===== src/sv/ray_sphere_intersection_defines.svh =====
// Assertion macros shared by the ray/sphere intersection RTL.
`ifndef RAY_SPHERE_INTERSECTION_DEFINES_SVH
`define RAY_SPHERE_INTERSECTION_DEFINES_SVH
`ifndef SYNTHESIS
`define RSI_ASSERT(name, prop, msg) \
  name: assert property (@(posedge clk_i) disable iff (!rst_ni) prop) else $error(msg);
`define RSI_ASSERT_NEVER(name, cond, msg) \
  name: assert property (@(posedge clk_i) disable iff (!rst_ni) !(cond)) else $error(msg);
`else
`define RSI_ASSERT(name, prop, msg)
`define RSI_ASSERT_NEVER(name, cond, msg)
`endif
`endif


===== src/sv/rsi_pkg.sv =====
// Shared constants, types and width helpers of the ray/sphere intersection block.
package rsi_pkg;

  localparam int unsigned COORD_BITS_DEF = 32;
  localparam int unsigned FRAC_BITS      = 16;
  localparam int unsigned LIMIT_W        = 16;
  localparam int unsigned CFG_IDX_W      = 2;
  localparam int unsigned QUEUE_DEPTH    = 2;
  localparam int unsigned RADIUS_RESET   = 65536;
  localparam int unsigned LIMIT_RESET    = 1;

  typedef enum logic [CFG_IDX_W-1:0] {
    CFG_RADIUS = 2'd0,
    CFG_LIMIT  = 2'd1
  } cfg_idx_e;

  typedef struct packed {
    logic valid;
    logic hit;
  } tag_t;

  function automatic int unsigned cfg_w(input int unsigned cw);
    return (cw - 1 > LIMIT_W) ? cw - 1 : LIMIT_W;
  endfunction

endpackage


===== src/sv/rsi_queue.sv =====
// Short transaction queue between the front end and the back end.
`include "ray_sphere_intersection_defines.svh"
module rsi_queue #(
  parameter int unsigned WIDTH = 8,
  parameter int unsigned DEPTH = rsi_pkg::QUEUE_DEPTH
) (
  input  logic             clk_i,
  input  logic             rst_ni,
  input  logic             push_i,
  input  logic [WIDTH-1:0] data_i,
  output logic             valid_o,
  output logic [WIDTH-1:0] data_o
);

  localparam int unsigned PTRW = $clog2(DEPTH);
  localparam int unsigned CNTW = $clog2(DEPTH + 1);

  logic [WIDTH-1:0] mem_q [DEPTH];
  logic [PTRW-1:0]  wr_ptr_q, rd_ptr_q;
  logic [CNTW-1:0]  cnt_q;
  logic             pop;

  assign pop = (cnt_q != '0);

  always_ff @(posedge clk_i) begin
    if (push_i) begin
      mem_q[wr_ptr_q] <= data_i;
    end
  end

  always_ff @(posedge clk_i or negedge rst_ni) begin
    if (!rst_ni) begin
      wr_ptr_q <= '0;
      rd_ptr_q <= '0;
      cnt_q    <= '0;
    end else begin
      if (push_i) begin
        wr_ptr_q <= (wr_ptr_q == PTRW'(DEPTH - 1)) ? '0 : wr_ptr_q + 1'b1;
      end
      if (pop) begin
        rd_ptr_q <= (rd_ptr_q == PTRW'(DEPTH - 1)) ? '0 : rd_ptr_q + 1'b1;
      end
      if (push_i && !pop) begin
        cnt_q <= cnt_q + 1'b1;
      end else if (pop && !push_i) begin
        cnt_q <= cnt_q - 1'b1;
      end
    end
  end

  assign valid_o = pop;
  assign data_o  = mem_q[rd_ptr_q];

  `RSI_ASSERT(a_q_no_overflow, push_i |-> ((cnt_q < CNTW'(DEPTH)) || pop), "push into full queue")
  `RSI_ASSERT(a_q_cnt_range, cnt_q <= CNTW'(DEPTH), "queue count out of range")
  `RSI_ASSERT(a_q_drain, (pop && !push_i) |=> (cnt_q == $past(cnt_q) - 1'b1), "queue drain lost")

endmodule


===== config.mk =====
export PLATFORM = sky130hd
export DESIGN_NAME = rsi_queue
export DESIGN_NICKNAME = d
export VERILOG_FILES = /design/src/sv/rsi_pkg.sv /design/src/sv/rsi_queue.sv
export VERILOG_INCLUDE_DIRS = /design/src /design/src/sv
export SDC_FILE = /design/constraint.sdc
export NUM_CORES = 1
export LEC_CHECK = 0
export BUFFER_PORTS_ARGS = -buffer_cell sky130_fd_sc_hd__buf_2
export CAP_MARGIN = 0
export CORE_AREA = 3 3 44 46
export DETAILED_ROUTE_END_ITERATION = 16
export DIE_AREA = 0 0 47 49
export GPL_ROUTABILITY_DRIVEN = 1
export PLACE_DENSITY_LB_ADDON = 0.12
export SLEW_MARGIN = 10
export SYNTH_ARGS = -nofsm -noshare
export SYNTH_HDL_FRONTEND = slang
export SYNTH_SLANG_ARGS = --single-unit

===== constraint.sdc =====
create_clock -name clk_i -period 1.6 [get_ports clk_i]
set_input_delay 0.32 -clock clk_i [delete_from_list [all_inputs] [get_ports clk_i]]
set_output_delay 0.32 -clock clk_i [all_outputs]
set_load 0.01 [all_outputs]

==> results of run 1 <==
==> repair_timing <==
item	CTS	global route
hold buffers	1	0
endpoints found under the setup margin	8	8
hold endpoints to repair	4	0
setup buffers	1	2
gates resized for setup	1	7
==> flip-flops by register name, summed over array words and instances (netlist names) <==
name,count
mem_q,16
cnt_q,2
rd_ptr_q,1
wr_ptr_q,1
==> cell usage after synthesis <==
cell                       number  area [sq um]
sky130_fd_sc_hd__inv_1          1         3.750
sky130_fd_sc_hd__nor2b_1        1         6.260
sky130_fd_sc_hd__buf_6          1         11.26
sky130_fd_sc_hd__edfxtp_1      16         480.5
sky130_fd_sc_hd__and2_1         1         6.260
sky130_fd_sc_hd__mux2_2         8         90.09
sky130_fd_sc_hd__dfrtp_1        4         100.1
sky130_fd_sc_hd__ha_1           1         12.51
sky130_fd_sc_hd__xnor2_1        2         17.52
sky130_fd_sc_hd__xor2_1         3         26.28
sky130_fd_sc_hd__nor2_1         2         7.510
==> cells by family (layout without fill, tap and decap cells) <==
group / Yosys count / after routing / synth area share, %
multiplexers: 8 / 8 / 11.82
adder cells (fa/ha/maj): 1 / 1 / 1.642
XOR/XNOR: 5 / 5 / 5.748
flip-flops: 20 / 20 / 76.19
buffers and inverters: 2 / 30 / 1.970
AND/OR/NAND/NOR: 4 / 4 / 2.629
==> final timing paths <==
kind	slack, ns	endpoint	cells past startpoint
max	0.02	data_o[5]	3
min	0.22	mem_q[1][7]	1
max reg2reg	0.39	cnt_q[1]	5
min reg2reg	0.48	cnt_q[1]	1
max in group asynchronous	1.12	rd_ptr_q	2
min in group asynchronous	0.35	cnt_q[0]	2
==> area by class of cell <==
type,count,area [sq um],area share (%)
clock inverters,1,3.754,0.3871
multi-input cells,18,166.4,17.16
flip-flops and latches,20,581.8,60.00
repair buffers,25,171.4,17.68
inverters,1,3.754,0.3871
clock buffers,3,22.52,2.323
well taps,16,20.02,2.065
==> power breakdown <==
group / switching [mW] / leakage, nW / total, mW / internal [mW]
registers: 0.0558 / 0.196 / 0.769 / 0.713
logic: 0.276 / 0.182 / 0.647 / 0.371
clock network: 0.137 / 0.0154 / 0.227 / 0.0905
total: 0.468 / 0.393 / 1.64 / 1.18
==> per-stage QoR <==
step / std cells / TNS, ns / hold WS, ns
global route: 84 / -0.1975 / 0.1943
floorplan: 40 / 0 / 0.02441
detailed placement: 76 / 0 / 0.1334
finish: 84 / 0 / 0.2160
global placement: 76 / 0 / 0.1318
CTS: 82 / -0.01565 / 0.2046
==> layer usage <==
layer	GRT usage, %	wire, um
met2	15.61	534
met4	2.765	0
met5	0	0
met3	3.321	54
met1	10.73	435
==> run summary, run 1 <==
In this run the most critical hold path is launched from data_i[7]. The logs give 12 for the pin count of the biggest net entering global routing and 0.8491 mV for the maximum VDD drop. The number of global-route vias before repair is 393. The delay of the slowest cell on the worst path was 0.38 ns. The worst hold path belongs to the class in -> reg. Routability-driven placement finished with a final weighted congestion of 0.6215.

The HPWL after detailed placement is 739.8 um. Summing all non-filler instances in the final layout gives an area of 969.7 sq um. In the layout the commonest cells are sky130_fd_sc_hd__edfxtp_1 (16), sky130_fd_sc_hd__buf_2 (15), sky130_fd_sc_hd__mux2_2 (8).

The run gives 14 as the count of standard-cell rows. The slew at the pin closest to its max-slew limit is 0.3928 ns, and the final worst clock skew is 0.004151 ns. Total core area: 0.001541 sq mm.

The number of antenna-violating nets in the routed design was 0; the overall routed net length was 1024 um. The number of pins with negative max-slew slack in the final report came out at 0. The share of final-layout standard cells stronger than drive strength 1 is 52.94%.

The run gives 76.19% as the sequential element share of the synthesized area. The tools report the setup slack of the critical path after layout as 0.02471 ns. The first global-routing pass estimated 1531 um of wire. Setup repair after global routing could not meet its margin everywhere. Setup violations remaining at the end of the flow were counted as 0. The number of antenna diodes in the final layout is 0.

The data required time of the critical path is 1.28 ns. After the first detailed-routing iteration, the DRC count stood at 4. The routed length per instance works out to 12.19 um. The worst-path cell with the longest stage delay is sky130_fd_sc_hd__dfrtp_2. In the routed design, unresolved DRC markers number 0.

The worst-case setup slack after placement is 0.2018 ns, and the clock latency on the worst-skew pair is 0.29 ns. The die width works out to 47 um. Start-to-end type of the worst setup path: reg -> out. The clock net in this run drives a total of 20 sinks. The tree is rooted in a sky130_fd_sc_hd__clkbuf_4.

For the arrival time at the worst endpoint, the log shows 1.26 ns. The largest driver fanout on the critical path came out at 4. Reg-to-reg startpoint: cnt_q[0]. The cell area that synthesis handed to floorplanning was 762.0 sq um. The most common cell after layout, fill and taps aside is sky130_fd_sc_hd__edfxtp_1.

Initial antenna violation count: 0. The signal on the critical path passes through buf_4 > mux2_2 > buf_2. Once placement finished, the instance area stood at 880.8 sq um. When the netlist entered floorplanning its net count stood at 52. In this run, synthesis produced a sequential element count of 20. Averaged over all synthesized cells, the footprint is 19.05 sq um. The global route total overflow was 0; the final cycle utilization of the critical path was 98.46%. The total vias in the final route was 416; the clock buffer count from CTS was 3.

Overall power consumption after layout is estimated at 1.643 mW. Among cell families on the critical path, the largest total delay comes from flip-flops. The tools report the detailed-routing iteration count for the pre-antenna-repair pass as 4.

The tools report the count of yosys warnings during synthesis as 0. The tools report the kind of end point of the critical path as an output port. The number of vias per cell came out at 4.952. The signed area change from the synthesized netlist to the final layout was 27.26%. After the last flow step, the layout net total stands at 81. The worst pin sits at a relative slew slack of 73.81%.

Derived from the worst setup path, the maximum achievable clock frequency is 634.8 MHz. The hold violation total from the final report came out at 0. The post-synthesis instance total was 40. The tools report the sort of element at the start of the critical path as a flop.

Minimum clock period after layout: 1.575 ns. TritonCTS built the clock tree. During placement, the flow inserted port buffers numbering 19. Register clock-pin slew on the reported worst setup and hold paths: 0.10 ns.

Global routing consumed, over all layers together, 9.309% of the routing resources. The logs give 11 for the post-synthesis cell type count and 49.43% for the starting utilization of the core area. Dividing total power by cell area gives a power density of 1694 mW/mm^2.

The layout has 122 filler cells. For the number of ports placed on the die boundary, the log shows 20. Tracing the worst setup path back leads to its startpoint at rd_ptr_q.

The maximum level of the CTS H-tree is 1, and the die outline area is 0.002303 sq mm. The combined buffer and inverter count along the critical path is 2, and the die outline height is 49 um. The number of violations of the max-capacitance limit was 0; the number of buffers between clock root and the deepest sink was 2.

The run finished with clean final reports. In this run the static leakage power is 0.3932 nW. The fraction of the core area covered by cells at the end of the flow came out at 62.91%.
No activity file was read; power rests on OpenSTA's default activity.
==> run 2: changes to the inputs <==
ABC_AREA = 1   (was unset)
CORE_AREA = 3 3 45 47   (was 3 3 44 46)
DIE_AREA = 0 0 48 50   (was 0 0 47 49)
==> run 2 against run 1 <==
Compared with the run above:
- power shrank 2.1%
- critical path type unchanged
- setup slack gained 0.074 ns
- count of clock-buffer cells in the layout did not move
- register-to-register slack worse by 0.03 ns
- maximum frequency is 4.9% higher
- first-iteration DRC count increased to 2.5 times the previous value
- largest power group unchanged
- synthesized area rose by 3.8%
==> run summary, run 2 <==
After layout, the worst path uses 93.83% of the clock period. The die outline height is 50 um. Leaving out fill and tap cells, the most frequent cell in the layout is sky130_fd_sc_hd__nand2_1.

The most common cell in the netlist was sky130_fd_sc_hd__nand2_1. The tools report the placed cell area as 910.9 sq um. The kind of end point of the critical path is an output port.

The design draws 1.609 mW. The signal on the critical path passes through inv_4 > nand2_1 > nand2_1 > buf_2. More flip-flops sit in one register than any other, and that register is mem_q.

The number of flip-flops in the largest register came out at 16. The number of nets handed over by synthesis was 78. The worst hold path belongs to the class in -> reg. The clock passes through at most 2 buffers. On the final layout, the worst clock skew is 0.0006704 ns. The slew at the pin closest to its max-slew limit is 0.3354 ns, and the die width is 48 um. Quantity of I/O buffers inserted on ports: 19. The signed area change from the synthesized netlist to the final layout came out at 20.25%.

The async set-or-reset flop fraction in the synthesized netlist is 20.00%, and the placer congestion estimate is 0.6681. The minimum clock period after layout came out at 1.501 ns. The repair_antennas step left the layout with diodes totalling 0. The share of final-layout standard cells stronger than drive strength 1 was 29.67%.

The dominant cell type by area after synthesis is sky130_fd_sc_hd__edfxtp_1. The tools report the number of pins with negative max-slew slack in the final report as 0. Setup violations remaining at the end of the flow were counted as 0.

The die covers 0.002400 sq mm. For this configuration, the core starts out at a cell density of 46.81%. The total vias in the final route was 499; the data required time of the critical path was 1.28 ns.

For the fraction of the core area covered by cells at the end of the flow, the log shows 56.30%. The clock latency on the worst-skew pair was 0.29 ns. For this run the aggregate overflow at the end of global routing stands at 0.

In this run the count of I/O pins placed on the die edge is 20. The largest registers in the layout are mem_q x16, cnt_q x2. The post-route DRC violation count is 0, and the number of antenna-violating nets in the routed design is 0. Counting tap cells, the placed design contains a total of 103 instances. The tools report the global routing usage summed across all routing layers as 11.94%.

The hold violation total from the final report came out at 0. The number of clock buffers added by TritonCTS is 3. The tools report the maximum level of the CTS H-tree as 1. After clock tree synthesis, the clock-pin slew on the worst setup and hold paths is 0.10 ns. Final-layout setup total negative slack: 0 ns. The commonest cells after synthesis are sky130_fd_sc_hd__nand2_1 (29), sky130_fd_sc_hd__edfxtp_1 (16), sky130_fd_sc_hd__inv_1 (7). The tools report the arrival time at the worst endpoint as 1.18 ns. After synthesis, the cell types taking the most area are sky130_fd_sc_hd__edfxtp_1 (61%), sky130_fd_sc_hd__nand2_1 (14%), sky130_fd_sc_hd__dfrtp_1 (13%). Entering global routing, the biggest net connects 12 pins.

In this run the cell area of the synthesized design comes to 790.8 sq um. The number of enable-type register cells in the synthesized netlist was 16; the routed length per instance was 11.09 um. After detailed routing, the total wire length is 1198 um. Setup repair after global routing left no endpoint under its margin.

The logs give 449 for the number of global-route vias before repair and 1938 um for the first-pass GRT wire length. Counting distinct cell types in the post-synthesis netlist gives 13. The average instance area after synthesis was 11.98 sq um; the number of standard cells in the layout, taps in and fillers out was 108. The sequential element share of the synthesized area was 73.42%; the net count reported at finish was 104. Timing would allow up to 666.1 MHz. The count of standard-cell rows came out at 15. The flow ran to the end, and the final reports show no timing, DRC or antenna violations. Before antenna repair, the detailed router went through 4 iterations.

The wire-length estimate of the detail-placed layout is 863.2 um. The top cell types in the final layout, fill and taps aside, are sky130_fd_sc_hd__nand2_1 (29), sky130_fd_sc_hd__buf_2 (19), sky130_fd_sc_hd__edfxtp_1 (16). The largest individual stage delay along the critical path comes from the cell sky130_fd_sc_hd__dfrtp_2. The number of vias per cell works out to 4.620. Counting stages on the worst path, the most repeated cell is sky130_fd_sc_hd__nand2_1. The worst setup path is of the reg -> out kind. In this run the standard cell core region covers 0.001689 sq mm. Max-cap violations in this run came to 0. In this run the power density over the cells is 1692 mW/mm^2. Clock tree synthesis selected as its root buffer the cell sky130_fd_sc_hd__clkbuf_4. TritonCTS built the clock tree.

Combined buffer and inverter count along the critical path: 2. STA classifies the critical path startpoint as a flop. Area of all placed cells without fillers: 950.9 sq um. For the max-slew headroom at the worst pin, the log shows 77.62%.

The largest single stage delay on the critical path is 0.51 ns. After the first detailed-routing iteration, the DRC count stood at 10. The cell family contributing the most delay on the critical path is flip-flops. The largest driver fanout on the critical path works out to 9.

The maximum VDD drop is 0.9689 mV. In the synthesized netlist the dominant register cell turns out to be sky130_fd_sc_hd__edfxtp_1. Summed over all cells, the static leakage comes to 0.4502 nW. The CTS sink count came out at 20. Counting flops and latches in the post-synthesis netlist gives 20.

The tools report the initial antenna violation count as 0. The tools report the count of yosys warnings during synthesis as 0. Synthesis produced 66 cells. The top-area cell type share of the netlist area was 60.76%; the filler cell count was 160.
-- run 2: timing repair --
| action | in CTS | in global routing |
|---|---|---|
| hold buffers | 1 | 0 |
| pin swaps | 0 | 0 |
| setup buffers | 0 | 0 |
| endpoints found under the setup margin | 8 | 8 |
| hold endpoints to repair | 4 | 0 |
| resized for setup | 1 | 1 |
-- run 2: report_power, final --
part / internal (mW) / switching [mW] / total, mW / leakage [nW]
Clock: 0.0907 / 0.142 / 0.233 / 0.0154
Sequential: 0.712 / 0.101 / 0.813 / 0.196
Combinational: 0.235 / 0.327 / 0.563 / 0.239
-- run 2: worst paths after layout --
path	startpoint	endpoint	slack, ns	cells after the start
setup / recovery	rd_ptr_q	data_o[5]	0.1	4
hold / removal	data_i[6]	mem_q[0][6]	0.21	1
setup reg to reg	cnt_q[0]	cnt_q[1]	0.36	6
hold reg to reg	wr_ptr_q	wr_ptr_q	0.51	1
max in group asynchronous	rst_ni	rd_ptr_q	1.12	2
min in group asynchronous	rst_ni	cnt_q[0]	0.35	2
-- run 2: layer usage --
metal	part of all wire, %	GRT usage, %
met1	44	14.73
met2	49	18.06
met3	5.4	3.285
met4	1.4	6.726
met5	0	0
-- run 2: per-stage QoR --
| stage | hold slack (ns) | setup WS [ns] |
|---|---|---|
| 3_3_place_gp | 0.1338 | 0.3155 |
| 4_1_cts | 0.1983 | 0.02743 |
| 6_report | 0.2084 | 0.09874 |
| 2_1_floorplan | 0.02441 | 0.4399 |
| 3_5_place_dp | 0.1299 | 0.2912 |
| 5_1_grt | 0.1857 | 0.002833 |
-- run 2: cells by family (layout without fill, tap and decap cells) --
kind of cell / count (synthesis) / count (layout) / synth area share (%)
AND/OR/NAND/NOR: 33 / 33 / 16.46
buffers and inverters: 9 / 34 / 5.222
flip-flops: 20 / 20 / 73.42
XOR/XNOR: 3 / 3 / 3.323
adder cells (fa/ha/maj): 1 / 1 / 1.582
-- run 2: cell type report --
cell class                      instances  area [sq um]  share of cell area, %
Clock buffer                            3         22.52                  2.368
Clock inverter                          1         3.754                 0.3947
Inverter                                8         32.53                  3.421
Multi-Input combinational cell         37         168.9                  17.76
Sequential cell                        20         581.8                  61.18
Tap cell                               17         21.27                  2.237
Timing Repair Buffer                   22         120.1                  12.63
-- run 2: worst reg2reg max path, delay by kind of cell, from the launching register on --
| kind | cells | cell delay, ns |
|---|---|---|
| flip-flops | 1 | 0.43 |
| buffers and inverters | 1 | 0.08 |
| AND/OR/NAND/NOR | 4 | 0.35 |
| adder cells (fa/ha/maj) | 1 | 0.27 |
